`config.mk`:
```
export PLATFORM = sky130hd
export DESIGN_NAME = siphash_counter_rng_range
export DESIGN_NICKNAME = d
export VERILOG_FILES = /design/src/rtl/sip_rng_pkg.sv /design/src/rtl/sip_rng_div.sv /design/src/rtl/sip_rng_dp.sv /design/src/rtl/sip_rng_ctrl.sv /design/src/rtl/siphash_counter_rng_range.sv
export SDC_FILE = /design/constraint.sdc
export NUM_CORES = 2
export LEC_CHECK = 0
export BUFFER_PORTS_ARGS = -buffer_cell sky130_fd_sc_hd__buf_2
export CAP_MARGIN = 40
export CORE_MARGIN = 2
export CORE_UTILIZATION = 30
export DETAILED_ROUTE_END_ITERATION = 10
export GPL_TIMING_DRIVEN = 0
export PLACE_DENSITY = 0.49
export SLEW_MARGIN = 10
export SYNTH_ARGS = -nofsm -noshare
export SYNTH_HDL_FRONTEND = slang
export SYNTH_SLANG_ARGS = --single-unit
```
`constraint.sdc`:
```
create_clock -name clock -period 7.08 [get_ports clock]
set_clock_uncertainty 0.1 [all_clocks]
set_input_delay 0.708 -clock clock [delete_from_list [all_inputs] [get_ports clock]]
set_output_delay 0.708 -clock clock [all_outputs]
set_load 0.05 [all_outputs]
```
`src/rtl/sip_rng_pkg.sv`:
```
// Package: SipHash constants, command/status structs and shared types.
package sip_rng_pkg;

   localparam logic [63:0] KEY0 = 64'h0807060504030201;
   localparam logic [63:0] KEY1 = 64'h000F0E0D0C0B0A09;
   localparam logic [63:0] IV0 = 64'h736f6d6570736575;
   localparam logic [63:0] IV1 = 64'h646f72616e646f6d;
   localparam logic [63:0] IV2 = 64'h6c7967656e657261;
   localparam logic [63:0] IV3 = 64'h7465646279746573;
   localparam logic [63:0] ALL_ONES = 64'hFFFF_FFFF_FFFF_FFFF;

   localparam logic [1:0] CSR_SEED = 2'd0;
   localparam logic [1:0] CSR_STREAM = 2'd1;
   localparam logic [1:0] CSR_CHANNEL = 2'd2;
   localparam logic [1:0] CSR_MODE = 2'd3;

   // message word selects
   localparam logic [2:0] MSG_SEED = 3'd0;
   localparam logic [2:0] MSG_STREAM = 3'd1;
   localparam logic [2:0] MSG_CHANNEL = 3'd2;
   localparam logic [2:0] MSG_COUNTER = 3'd3;
   localparam logic [2:0] MSG_LENGTH = 3'd4;

   typedef struct packed {
      logic       load_req;   // capture request fields, size and range flags
      logic       hash_init;  // load v with key^IV
      logic       absorb_pre; // v3 ^= m
      logic       absorb_post;// v0 ^= m
      logic       fin_pre;    // v2 ^= ff
      logic       round;      // one SipRound
      logic [2:0] msg_sel;
      logic       cnt_inc;
      logic       div_start;  // start modulo of draw by size
      logic       rem_start;  // start modulo of all-ones by size
      logic       load_raw;   // result = hash
      logic       load_lo;    // result = range_low
      logic       load_mod;   // result = lo + mod
   } sip_cmd_type;

   typedef struct packed {
      logic req_range;
      logic degenerate;  // hi <= lo
      logic full_range;  // size wrapped to zero
      logic reject;      // hash >= limit
      logic div_busy;
   } sip_sts_type;

   function automatic logic [63:0] rotl(input logic [63:0] x, input int r);
      rotl = (x << r) | (x >> (64 - r));
   endfunction

endpackage

```
`src/rtl/sip_rng_div.sv`:
```
// Iterative restoring 64-bit unsigned modulo, one bit per cycle.
module sip_rng_div
   import sip_rng_pkg::*;
(
   input  logic        clock,
   input  logic        reset,
   input  logic        start,
   input  logic [63:0] dividend,
   input  logic [63:0] divisor,
   output logic        busy,
   output logic [63:0] remainder
);
   logic [63:0] quo_ff, quo_in;
   logic [64:0] rem_ff, rem_in;
   logic [63:0] dvs_ff, dvs_in;
   logic [6:0]  cnt_ff, cnt_in;
   logic        busy_ff, busy_in;
   logic [64:0] shifted;
   logic [64:0] diff;

   always_comb begin
      shifted = {rem_ff[63:0], quo_ff[63]};
      diff = shifted - {1'b0, dvs_ff};
      quo_in = quo_ff;
      rem_in = rem_ff;
      dvs_in = dvs_ff;
      cnt_in = cnt_ff;
      busy_in = busy_ff;
      if (start) begin
         quo_in = dividend;
         rem_in = '0;
         dvs_in = divisor;
         cnt_in = 7'd64;
         busy_in = 1'b1;
      end else if (busy_ff) begin
         quo_in = {quo_ff[62:0], 1'b0};
         rem_in = diff[64] ? shifted : diff;
         cnt_in = cnt_ff - 7'd1;
         if (cnt_ff == 7'd1) begin
            busy_in = 1'b0;
         end
      end
   end

   always_ff @(posedge clock) begin
      quo_ff <= quo_in;
      rem_ff <= rem_in;
      dvs_ff <= dvs_in;
      cnt_ff <= cnt_in;
      if (reset) begin
         busy_ff <= 1'b0;
      end else begin
         busy_ff <= busy_in;
      end
   end

   assign busy = busy_ff;
   assign remainder = rem_ff[63:0];

`ifndef SYNTHESIS
   a_cnt_idle: assert property (@(posedge clock) disable iff (reset)
      !busy_ff && !start |=> !busy_ff) else $error("div busy without start");
   a_rem_bound: assert property (@(posedge clock) disable iff (reset)
      $fell(busy_ff) && !$past(start) |-> rem_ff[63:0] < dvs_ff)
      else $error("remainder not below divisor");
   a_done: assert property (@(posedge clock) disable iff (reset)
      busy_ff && cnt_ff == 7'd1 && !start |=> !busy_ff)
      else $error("div did not finish");
`endif
endmodule

```
`src/rtl/sip_rng_dp.sv`:
```
// Datapath: SipHash state, config registers, counter, range arithmetic.
module sip_rng_dp
   import sip_rng_pkg::*;
(
   input  logic        clock,
   input  logic        reset,
   input  logic        csr_valid,
   input  logic [1:0]  csr_index,
   input  logic [63:0] csr_data,
   input  logic        req_type,
   input  logic [63:0] req_range_low,
   input  logic [63:0] req_range_high,
   input  sip_cmd_type cmd,
   output sip_sts_type sts,
   output logic        chan_mode,
   output logic [63:0] result
);
   logic [63:0] seed_ff, stream_ff, chan_ff;
   logic        mode_ff;
   logic [63:0] cnt_ff;
   logic [63:0] v0_ff, v1_ff, v2_ff, v3_ff;
   logic [63:0] v0_in, v1_in, v2_in, v3_in;
   logic [63:0] lo_ff, size_ff, limit_ff, res_ff;
   logic        rtype_ff, degen_ff, full_ff;
   logic [63:0] msg;
   logic [63:0] hash;
   logic [63:0] a0, a1, a2, a3, b0, b1, b2, b3;
   logic        div_start;
   logic [63:0] div_num;
   logic        div_busy;
   logic [63:0] div_rem;
   logic [63:0] size_w;

   always_ff @(posedge clock) begin
      if (reset) begin
         seed_ff <= '0;
         stream_ff <= '0;
         chan_ff <= '0;
         mode_ff <= 1'b0;
         cnt_ff <= '0;
      end else begin
         if (csr_valid) begin
            unique case (csr_index)
               CSR_SEED:    seed_ff <= csr_data;
               CSR_STREAM:  stream_ff <= csr_data;
               CSR_CHANNEL: chan_ff <= csr_data;
               CSR_MODE:    mode_ff <= csr_data[0];
               default:     ;
            endcase
         end
         if (cmd.cnt_inc) begin
            cnt_ff <= cnt_ff + 64'd1;
         end
      end
   end

   always_comb begin
      unique case (cmd.msg_sel)
         MSG_SEED:    msg = seed_ff;
         MSG_STREAM:  msg = stream_ff;
         MSG_CHANNEL: msg = chan_ff;
         MSG_COUNTER: msg = cnt_ff;
         MSG_LENGTH:  msg = mode_ff ? {8'd32, 56'd0} : {8'd24, 56'd0};
         default:     msg = '0;
      endcase
   end

   // one SipRound
   always_comb begin
      a0 = v0_ff + v1_ff;
      a1 = rotl(v1_ff, 13) ^ a0;
      a0 = rotl(a0, 32);
      a2 = v2_ff + v3_ff;
      a3 = rotl(v3_ff, 16) ^ a2;
      b0 = a0 + a3;
      b3 = rotl(a3, 21) ^ b0;
      b2 = a2 + a1;
      b1 = rotl(a1, 17) ^ b2;
      b2 = rotl(b2, 32);
   end

   always_comb begin
      v0_in = v0_ff;
      v1_in = v1_ff;
      v2_in = v2_ff;
      v3_in = v3_ff;
      if (cmd.hash_init) begin
         v0_in = KEY0 ^ IV0;
         v1_in = KEY1 ^ IV1;
         v2_in = KEY0 ^ IV2;
         v3_in = KEY1 ^ IV3;
      end else if (cmd.absorb_pre) begin
         v3_in = v3_ff ^ msg;
      end else if (cmd.absorb_post) begin
         v0_in = v0_ff ^ msg;
      end else if (cmd.fin_pre) begin
         v2_in = v2_ff ^ 64'h00000000000000FF;
      end else if (cmd.round) begin
         v0_in = b0;
         v1_in = b1;
         v2_in = b2;
         v3_in = b3;
      end
   end

   assign hash = v0_ff ^ v1_ff ^ v2_ff ^ v3_ff;
   assign size_w = req_range_high - req_range_low + 64'd1;

   always_ff @(posedge clock) begin
      v0_ff <= v0_in;
      v1_ff <= v1_in;
      v2_ff <= v2_in;
      v3_ff <= v3_in;
      if (cmd.load_req) begin
         rtype_ff <= req_type;
         lo_ff <= req_range_low;
         size_ff <= size_w;
         degen_ff <= req_range_high <= req_range_low;
         full_ff <= size_w == 64'd0;
      end
      if (cmd.load_raw) begin
         res_ff <= hash;
      end else if (cmd.load_lo) begin
         res_ff <= lo_ff;
      end else if (cmd.load_mod) begin
         res_ff <= lo_ff + div_rem;
      end else if (cmd.div_start) begin
         // result is held; in ST_LIMIT the rem of all-ones is ready here
         res_ff <= res_ff;
      end
      // limit = all-ones minus (all-ones mod size)
      if (cmd.div_start && cmd.rem_start) begin
         limit_ff <= ALL_ONES - div_rem;
      end
   end

   assign div_start = cmd.rem_start ^ cmd.div_start;
   assign div_num = cmd.rem_start ? ALL_ONES : hash;

   sip_rng_div u_div (
      .clock     (clock),
      .reset     (reset),
      .start     (div_start),
      .dividend  (div_num),
      .divisor   (size_ff),
      .busy      (div_busy),
      .remainder (div_rem)
   );

   assign sts.req_range = rtype_ff;
   assign sts.degenerate = degen_ff;
   assign sts.full_range = full_ff;
   assign sts.reject = hash >= limit_ff;
   assign sts.div_busy = div_busy;
   assign chan_mode = mode_ff;
   assign result = res_ff;
endmodule

```
`src/rtl/sip_rng_ctrl.sv`:
```
// Controller: sequences hashing, rejection loop and modulo steps.
module sip_rng_ctrl
   import sip_rng_pkg::*;
(
   input  logic        clock,
   input  logic        reset,
   input  logic        req_valid,
   output logic        req_ready,
   output logic        rsp_valid,
   input  logic        rsp_ready,
   input  logic        chan_mode,
   input  sip_sts_type sts,
   output sip_cmd_type cmd
);
   localparam logic [3:0] ST_IDLE = 4'd0;
   localparam logic [3:0] ST_DECIDE = 4'd1;
   localparam logic [3:0] ST_REM = 4'd2;
   localparam logic [3:0] ST_LIMIT = 4'd3;
   localparam logic [3:0] ST_INIT = 4'd4;
   localparam logic [3:0] ST_PRE = 4'd5;
   localparam logic [3:0] ST_ROUND = 4'd6;
   localparam logic [3:0] ST_POST = 4'd7;
   localparam logic [3:0] ST_FIN = 4'd8;
   localparam logic [3:0] ST_CHECK = 4'd9;
   localparam logic [3:0] ST_MOD = 4'd10;
   localparam logic [3:0] ST_ADD = 4'd11;
   localparam logic [3:0] ST_OUT = 4'd12;

   logic [3:0] state_ff, state_in;
   logic [2:0] word_ff, word_in;  // message word in progress
   logic [1:0] rnd_ff, rnd_in;
   logic       fin_ff, fin_in;    // in finalization rounds
   logic       out_ff, out_in;
   logic [2:0] next_word;

   always_comb begin
      unique case (word_ff)
         MSG_SEED:    next_word = MSG_STREAM;
         MSG_STREAM:  next_word = chan_mode ? MSG_CHANNEL : MSG_COUNTER;
         MSG_CHANNEL: next_word = MSG_COUNTER;
         default:     next_word = MSG_LENGTH;
      endcase
   end

   always_comb begin
      cmd = '0;
      cmd.msg_sel = word_ff;
      state_in = state_ff;
      word_in = word_ff;
      rnd_in = rnd_ff;
      fin_in = fin_ff;
      out_in = out_ff;
      unique case (state_ff)
         ST_IDLE: begin
            if (req_valid) begin
               cmd.load_req = 1'b1;
               state_in = ST_DECIDE;
            end
         end
         ST_DECIDE: begin
            // an empty range answers low even when its size wraps to zero
            if (sts.req_range && sts.degenerate) begin
               cmd.load_lo = 1'b1;
               state_in = ST_OUT;
            end else if (!sts.req_range || sts.full_range) begin
               state_in = ST_INIT;
            end else begin
               cmd.rem_start = 1'b1;
               state_in = ST_REM;
            end
         end
         ST_REM: begin
            if (!sts.div_busy) begin
               state_in = ST_LIMIT;
            end
         end
         ST_LIMIT: begin
            cmd.rem_start = 1'b1;
            cmd.div_start = 1'b1;
            state_in = ST_INIT;
         end
         ST_INIT: begin
            cmd.hash_init = 1'b1;
            word_in = MSG_SEED;
            fin_in = 1'b0;
            state_in = ST_PRE;
         end
         ST_PRE: begin
            cmd.absorb_pre = 1'b1;
            rnd_in = 2'd2;
            state_in = ST_ROUND;
         end
         ST_ROUND: begin
            cmd.round = 1'b1;
            rnd_in = rnd_ff - 2'd1;
            if (fin_ff ? (rnd_ff == 2'd0) : (rnd_ff == 2'd1)) begin
               state_in = fin_ff ? ST_CHECK : ST_POST;
            end
         end
         ST_POST: begin
            cmd.absorb_post = 1'b1;
            if (word_ff == MSG_COUNTER) begin
               cmd.cnt_inc = 1'b1;
            end
            if (word_ff == MSG_LENGTH) begin
               state_in = ST_FIN;
            end else begin
               word_in = next_word;
               state_in = ST_PRE;
            end
         end
         ST_FIN: begin
            cmd.fin_pre = 1'b1;
            fin_in = 1'b1;
            rnd_in = 2'd3;
            state_in = ST_ROUND;
         end
         ST_CHECK: begin
            if (!sts.req_range || sts.full_range) begin
               cmd.load_raw = 1'b1;
               state_in = ST_OUT;
            end else if (sts.reject) begin
               state_in = ST_INIT;
            end else begin
               cmd.div_start = 1'b1;
               state_in = ST_MOD;
            end
         end
         ST_MOD: begin
            if (!sts.div_busy) begin
               state_in = ST_ADD;
            end
         end
         ST_ADD: begin
            cmd.load_mod = 1'b1;
            state_in = ST_OUT;
         end
         ST_OUT: begin
            out_in = 1'b1;
            state_in = ST_OUT;
            if (out_ff && rsp_ready) begin
               out_in = 1'b0;
               state_in = ST_IDLE;
            end
         end
         default: state_in = ST_IDLE;
      endcase
   end

   always_ff @(posedge clock) begin
      word_ff <= word_in;
      rnd_ff <= rnd_in;
      fin_ff <= fin_in;
      if (reset) begin
         state_ff <= ST_IDLE;
         out_ff <= 1'b0;
      end else begin
         state_ff <= state_in;
         out_ff <= out_in;
      end
   end

   assign req_ready = state_ff == ST_IDLE;
   assign rsp_valid = out_ff;

`ifndef SYNTHESIS
   a_out_state: assert property (@(posedge clock) disable iff (reset)
      rsp_valid |-> state_ff == ST_OUT) else $error("rsp_valid outside output");
   a_excl: assert property (@(posedge clock) disable iff (reset)
      !(req_ready && rsp_valid)) else $error("ready while result pending");
   a_hold: assert property (@(posedge clock) disable iff (reset)
      rsp_valid && !rsp_ready |=> rsp_valid) else $error("result dropped");
`endif
endmodule

```
`src/rtl/siphash_counter_rng_range.sv`:
```
// Top level: SipHash-2-4 counter-based generator with range draws.
//  channel | handshake              | payload
//  req     | req_valid/req_ready    | req_type, req_range_low, req_range_high
//  rsp     | rsp_valid/rsp_ready    | rsp_value
//  csr     | csr_valid/csr_ready    | csr_index, csr_data
// A raw draw runs its message words (3 words, 4 with the channel word) through the
// single shared SipRound unit. A range draw adds the limit modulo, then per
// accepted draw the final modulo; each rejection repeats the hash and check.
// Degenerate ranges answer low without hashing. Reset is synchronous and clears
// the config registers, counter and control state. One item at a time; a held
// result stalls intake.
module siphash_counter_rng_range
   import sip_rng_pkg::*;
(
   input  logic        clock,
   input  logic        reset,
   input  logic        req_valid,
   output logic        req_ready,
   input  logic        req_type,
   input  logic [63:0] req_range_low,
   input  logic [63:0] req_range_high,
   output logic        rsp_valid,
   input  logic        rsp_ready,
   output logic [63:0] rsp_value,
   input  logic        csr_valid,
   output logic        csr_ready,
   input  logic [1:0]  csr_index,
   input  logic [63:0] csr_data
);
   sip_cmd_type cmd;
   sip_sts_type sts;
   logic        chan_mode;

   assign csr_ready = 1'b1;

   sip_rng_ctrl u_ctrl (
      .clock     (clock),
      .reset     (reset),
      .req_valid (req_valid),
      .req_ready (req_ready),
      .rsp_valid (rsp_valid),
      .rsp_ready (rsp_ready),
      .chan_mode (chan_mode),
      .sts       (sts),
      .cmd       (cmd)
   );

   sip_rng_dp u_dp (
      .clock          (clock),
      .reset          (reset),
      .csr_valid      (csr_valid),
      .csr_index      (csr_index),
      .csr_data       (csr_data),
      .req_type       (req_type),
      .req_range_low  (req_range_low),
      .req_range_high (req_range_high),
      .cmd            (cmd),
      .sts            (sts),
      .chan_mode      (chan_mode),
      .result         (rsp_value)
   );
endmodule
```
# == Word level (Yosys, flattened, before mapping) ==
# Index checks and enable logic that the tools add are counted.
# op_classes
n_reduce_logical,29
addsub,12
n_eq_ne,29
bitwise_logic,20
n_lt_le_gt_ge,2
n_mux,61
# ops
operator,n
64-bit 2-to-1 mux,14
64-bit bitwise XOR,9
64-bit adder,5
64-bit one-hot mux with 5 select lines,1
64-bit by 1-bit adder with 64-bit output (second input constant),2
64-bit by 32-bit bitwise OR with 64-bit output,2
65-bit by 64-bit subtractor with 65-bit output,1
64-bit greater-or-equal comparator,1
64-bit less-or-equal comparator,1
64-bit logical NOT,1
64-bit by 13-bit bitwise OR with 64-bit output,1
64-bit by 16-bit bitwise OR with 64-bit output,1
64-bit by 17-bit bitwise OR with 64-bit output,1
64-bit by 21-bit bitwise OR with 64-bit output,1
64-bit subtractor,1
64-bit subtractor (first input constant),1
62-bit 2-to-1 mux,1
4-bit one-hot mux with 12 select lines,1
4-bit 2-to-1 mux,10
1-bit 2-to-1 mux,24
4-bit == test (second input constant),5
4-bit by 3-bit == test with 1-bit output (second input constant),4
8-bit 2-to-1 mux,2
2-bit nonzero test,6
31 further kinds,57
# totals
out_inout_bits,67
word_cells,180
reg_bits,983
input_bits,200

# == Depth between registers and ports, before layout ==
# logic_depth
word_depth,9
depth_mapped,30

# == Modules after synthesis ==
# Synthesis repeated with hierarchy kept, for this count alone.
# unflattened
cells_unflattened,8703
area_unflattened_um2,72728.5
# by_module_without_submodules
module,n_inst,cells_per_inst,seq_area_each_um2,area_each_um2
sip_rng_dp,1,7393,18047.3,60117.7
sip_rng_div,1,1193,5285.1,11685.0
sip_rng_ctrl,1,115,280.3,914.6
siphash_counter_rng_range,1,2,0.0,11.3

# == Least setup slack after synthesis ==
# Ideal clock, no wire load.
# synth_timing
path_kind,register to register
startpoint,reg u_dp.v1_ff[0]
endpoint,reg u_dp.u_div.quo_ff[0] (enable)
path_slack_ns,0.235
t_arrival_ns,6.351
stages_incl_launch_ff,23
setup_time_ns,0.394
synth_period_minus_slack_ns,6.845
cell_sequence,dfxtp_1 ha_1 xor2_1 xnor2_1 ha_1 nand2b_1 a21o_1 a21o_1 a21o_1 a21o_1 a21o_1 a21o_1 a21oi_1 o31ai_1 a221oi_1 o21a_1 o21ai_0 or2_2 o21ai_0 ha_1 clkbuf_1 clkbuf_1 or2_2
# synth_between
elab_chain_len,9
# synth_lines
item,line_no,source
from (decl),sip_rng_dp.sv:21,"logic [63:0] v0_ff, v1_ff, v2_ff, v3_ff;"
from (signal assigned),sip_rng_dp.sv:111,v1_ff <= v1_in;
64-bit bitwise XOR (3 in a row),sip_rng_dp.sv:106,assign hash = v0_ff ^ v1_ff ^ v2_ff ^ v3_ff;
64-bit greater-or-equal comparator,sip_rng_dp.sv:153,assign sts.reject = hash >= limit_ff;
1-bit 2-to-1 mux,sip_rng_ctrl.sv:122,end else if (sts.reject) begin
1-bit 2-to-1 mux,sip_rng_ctrl.sv:119,if (!sts.req_range || sts.full_range) begin
1-bit one-hot mux with 2 select lines,sip_rng_ctrl.sv:53,unique case (state_ff)
1-bit bitwise XOR,sip_rng_dp.sv:137,assign div_start = cmd.rem_start ^ cmd.div_start;
2-bit nonzero test (no line),-,
to (signal assigned),sip_rng_div.sv:46,quo_ff <= quo_in;
to (decl),sip_rng_div.sv:13,"logic [63:0] quo_ff, quo_in;"
# No other way between the ends.
# A chain may end at the register's enable or synchronous reset.

# == Final worst setup path ==
# layout_timing
startpoint,reg u_dp.v0_ff[24]
endpoint,reg u_dp.v1_ff[58]
# layout_between
elab_chain_len,4
# layout_lines
item,line_no,source
from (decl),sip_rng_dp.sv:21,
from (signal assigned),sip_rng_dp.sv:110,v0_ff <= v0_in;
64-bit adder (*),sip_rng_dp.sv:70,a0 = v0_ff + v1_ff;
64-bit bitwise XOR (*),sip_rng_dp.sv:71,"a1 = rotl(v1_ff, 13) ^ a0;"
64-bit adder / 64-bit by 17-bit bitwise OR with 64-bit output (equally long branches),"sip_rng_dp.sv:77, sip_rng_pkg.sv:49",
64-bit bitwise XOR (*),sip_rng_dp.sv:78,"b1 = rotl(a1, 17) ^ b2;"
# Every way passes the cells marked *; elsewhere a longest branch is shown, timed or not.

==> results by group <==
Run status
  – Status: complete, but fails checks
  – Failing checks: setup timing

Setup path
  – Cell family with most CP delay: compound AO/OA/AOI/OAI gates
  – Worst EP required: 7.70 ns
  – Worst path arrival time: approximately 7.7 ns
  – Worst r2r src: u_dp.v0_ff[24]
  – Worst Reg-to-Reg Cells: 28
  – Max stage delay cell, worst path: ha_1
  – Worst Path Buf+Inv: 2
  – Most used cell, CP: a21o_1
  – Startpoint types: flop
  – Reg-to-Reg End: u_dp.v1_ff[58]
  – Crit-path max cell delay: ~0.62 ns
  – Worst Setup End Kind: flop
  – Critical path peak fanout: 9
  – CP Class: flop to flop
  – Flop2flop setup slack: -0.02 ns

Route
  – DRT met1 WL: 164000 um
  – Met3 wire length: 23800 um
  – Drt drc: 0
  – Top routing layer in use: met5
  – Antenna-violating nets left: 0
  – Drt wl/cell: 31.4 um
  – Initial DRT Pass Iterations: 8
  – Vias: 70300
  – Metal2 WL: 184000 um
  – Routed WL: 399000 um
  – Vias per std cell: 5.53
  – Initial DRC count: ~6500

Yosys
  – Synthesized net count: 9483
  – Yosys Warn Count: 0
  – Sequential area share after synthesis: 0.331
  – Area contributors post-synth: dfxtp_1 (17%), edfxtp_1 (17%), ha_1 (10%), a21oi_1 (6.9%), nand2_1 (6.1%)
  – Flops & latches, synth: 983
  – Post-synthesis async set-or-reset flop share: 0
  – Predominant post-synthesis flop cell: dfxtp_1
  – Mapped cell area: between 70000 and 80000 um^2
  – Post-synth EDFFs: 393
  – Post-synthesis cell count: 8668
  – Post-synth cell types: approximately 120
  – Syn_area_per_cell: slightly above 8 um^2
  – Cell taking the most area after synthesis: dfxtp_1
  – Yosys top cell area share: 0.166

Global route
  – First-pass GRT wire length: 541000 um
  – Initial antenna violation count: 31
  – Total congestion overflow: 0
  – Vias in the first global route: 67800
  – Gr usage total: 0.319
  – Largest net degree at the start of global routing: 61

Floorplan
  – Die area: 242000 um^2
  – Core box area: 236000 um^2
  – IO Count: 267
  – Die height: 491 um
  – Num rows: 178
  – Initial core utilization: 0.302
  – Die W: 491 um

Flow run
  – Max_cap viols: 0

Placement
  – Placer Congestion: 1.03
  – Dpl hpwl: 341000 um
  – PortBufs: 264

STA
  – # setup viols final: 2
  – Worst-margin pin slew: 1.05 ns
  – Hold Fails Final Rpt: 0
  – Final Critical Period: 7.10 ns
  – Hold slack final: between 0.04 and 0.05 ns
  – Final period utilization: 1.00
  – Setup_tns: -0.0238 ns
  – Count of pins over their slew limit: 0
  – Worst setup margin: -0.0195 ns
  – Max Fclk: 141 MHz
  – Relative slew margins: 0.301
  – Unrepaired setup endpoints after global routing: yes

Finish
  – Layout Nets: 10300
  – Layout filler cell count: between 20000 and 25000
  – Area growth syn-to-layout: 24.0%
  – Share of cells above drive strength 1: 0.145

Hold path
  – Hold path depth: 3
  – Hold_sp: csr_data[10]
  – Min-Delay Endpoint: u_dp.stream_ff[10]
  – Worst Hold Class: input port to flop

Clock tree
  – CTS root buffer: clkbuf_16
  – Clock Path Buffers: 3
  – Num CTS Buffers: 121
  – CTS clock-pin slew for the worst setup and hold paths: 0.06 ns
  – Clock latency on the worst-skew pair: 0.85 ns
  – # H-tree levels: 3
  – TritonCTS Sinks: roughly 980
  – TritonCTS clock tree: built
## tightest hold or removal path, delay by kind of cell
family	cells	cell delay, ns
buffers and inverters	1	0.13
and+or+nand+nor	1	0.06
AOI/OAI and AO/OA	1	0.05
## layout by cell type (no fill, tap or decap), drive strengths merged, types with 23 or more instances in the layout
master / synthesis / routed
nand2: 1159 / 1159
a21oi: 988 / 988
nor2: 731 / 731
buf: 32 / 655
dfxtp: 590 / 590
ha: 577 / 577
clkbuf: 417 / 534
xnor2: 491 / 491
inv: 486 / 489
o21ai: 434 / 434
edfxtp: 393 / 393
xor2: 368 / 368
a21o: 276 / 276
nand3: 167 / 167
nor3: 132 / 132
nand4: 103 / 103
a221oi: 88 / 88
nor2b: 79 / 79
o21bai: 76 / 76
a31oi: 76 / 76
a211oi: 71 / 71
nand2b: 67 / 67
a22o: 65 / 65
o21a: 63 / 63
and3: 63 / 63
dlygate4sd3: 0 / 61
a311oi: 61 / 61
o31ai: 58 / 58
o211ai: 53 / 53
a221o: 42 / 42
clkinv: 0 / 40
fa: 38 / 38
or3: 38 / 38
o22ai: 32 / 32
and2: 28 / 28
o221ai: 23 / 23
## Yosys cell counts (63+ instances only)
master	count
xnor2_1	490
nand4_1	103
o21ai_0	413
nor2_1	730
nor2b_1	79
a21o_1	275
edfxtp_1	393
and3_1	63
ha_1	577
xor2_1	368
dfxtp_1	590
nor3_1	131
nand3_1	167
a31oi_1	74
a21oi_1	985
o21a_1	63
clkbuf_1	415
nand2b_1	66
nand2_1	1159
a22o_1	65
inv_1	486
a221oi_1	85
a211oi_1	67
o21bai_1	75
## worst max-delay path by stage
stage,to,cells after the start,startpoint,slack (ns)
after global routing,u_dp.v1_ff[58],30,u_dp.v0_ff[2],-0.08
after global placement,u_dp.u_div.quo_ff[58],22,u_dp.v0_ff[0],-5.17
final,u_dp.v1_ff[58],28,u_dp.v0_ff[24],-0.02
after CTS,u_dp.v3_ff[63],31,u_dp.v0_ff[17],-0.03
after floorplan,u_dp.u_div.quo_ff[0],22,u_dp.v1_ff[0],0.23
after detailed placement,u_dp.v3_ff[62],28,u_dp.v0_ff[30],-2.57
## final cells by class
class	count	area [um^2]	share of cell area
Timing Repair Buffer	687	5590	0.0632
Inverter	486	1830	0.0207
Clock inverter	71	1040	0.0118
Clock buffer	156	3320	0.0375
Sequential cell	983	23700	0.268
Antenna cell	15	37.5	0.000424
Buffer	412	1630	0.0185
Multi-Input combinational cell	6748	47300	0.535
Tap cell	3150	3940	0.0446
## metal layers
| metal | track usage | vias up |
|---|---|---|
| li1 | - | 32400 |
| met1 | 0.397 | 34500 |
| met2 | 0.528 | 2728 |
| met3 | 0.0428 | 683 |
| met4 | 0.182 | 10 |
| met5 | 0 | - |
## kinds of logic after synthesis
logic type	Yosys count	synth area share
simple gates	2676	0.166
compound gates	2583	0.233
flops	983	0.331
mux	13	0.00184
xor+xnor	860	0.106
other cells	1	0.0000526
buf+inv	937	0.0501
fa+ha+maj	615	0.112
## stage by stage
step / worst slack (ns) / utilization / cells / cell area, um^2
3_3_place_gp: -5.17 / 0.325 / 12100 / 76600
2_1_floorplan: 0.235 / - / 8668 / 71300
4_1_cts: -0.0309 / 0.369 / 12700 / 87100
5_1_grt: -0.0783 / 0.375 / 12700 / 88400
6_report: -0.0195 / 0.375 / 12700 / 88400
3_5_place_dp: -2.57 / 0.337 / 12300 / 79400
## state kept, by name (all words and copies together) (netlist names), 2 cells and up
signal,count
u_ctrl.rnd_ff,2
u_ctrl.state_ff,4
u_ctrl.word_ff,3
u_dp.chan_ff,64
u_dp.cnt_ff,64
u_dp.limit_ff,64
u_dp.lo_ff,64
u_dp.result,64
u_dp.seed_ff,64
u_dp.size_ff,64
u_dp.stream_ff,64
u_dp.u_div.cnt_ff,7
u_dp.u_div.dvs_ff,64
u_dp.u_div.quo_ff,64
u_dp.u_div.rem_ff,64
u_dp.v0_ff,64
u_dp.v1_ff,64
u_dp.v2_ff,64
u_dp.v3_ff,64
## timing repair
action / 4_1_cts / 5_1_grt
setup buffers: 64 / 53
hold buffers: 61 / 0
pin swaps: 58 / 77
endpoints found under the hold margin: 91 / 0
endpoints found under the setup margin: 326 / 197
gates resized for setup: 402 / 186
gates cloned: 0 / 0
Power is left out: the tool's default activity adds up to more than one toggle a clock period on the data nets, which glitch-free logic cannot reach.
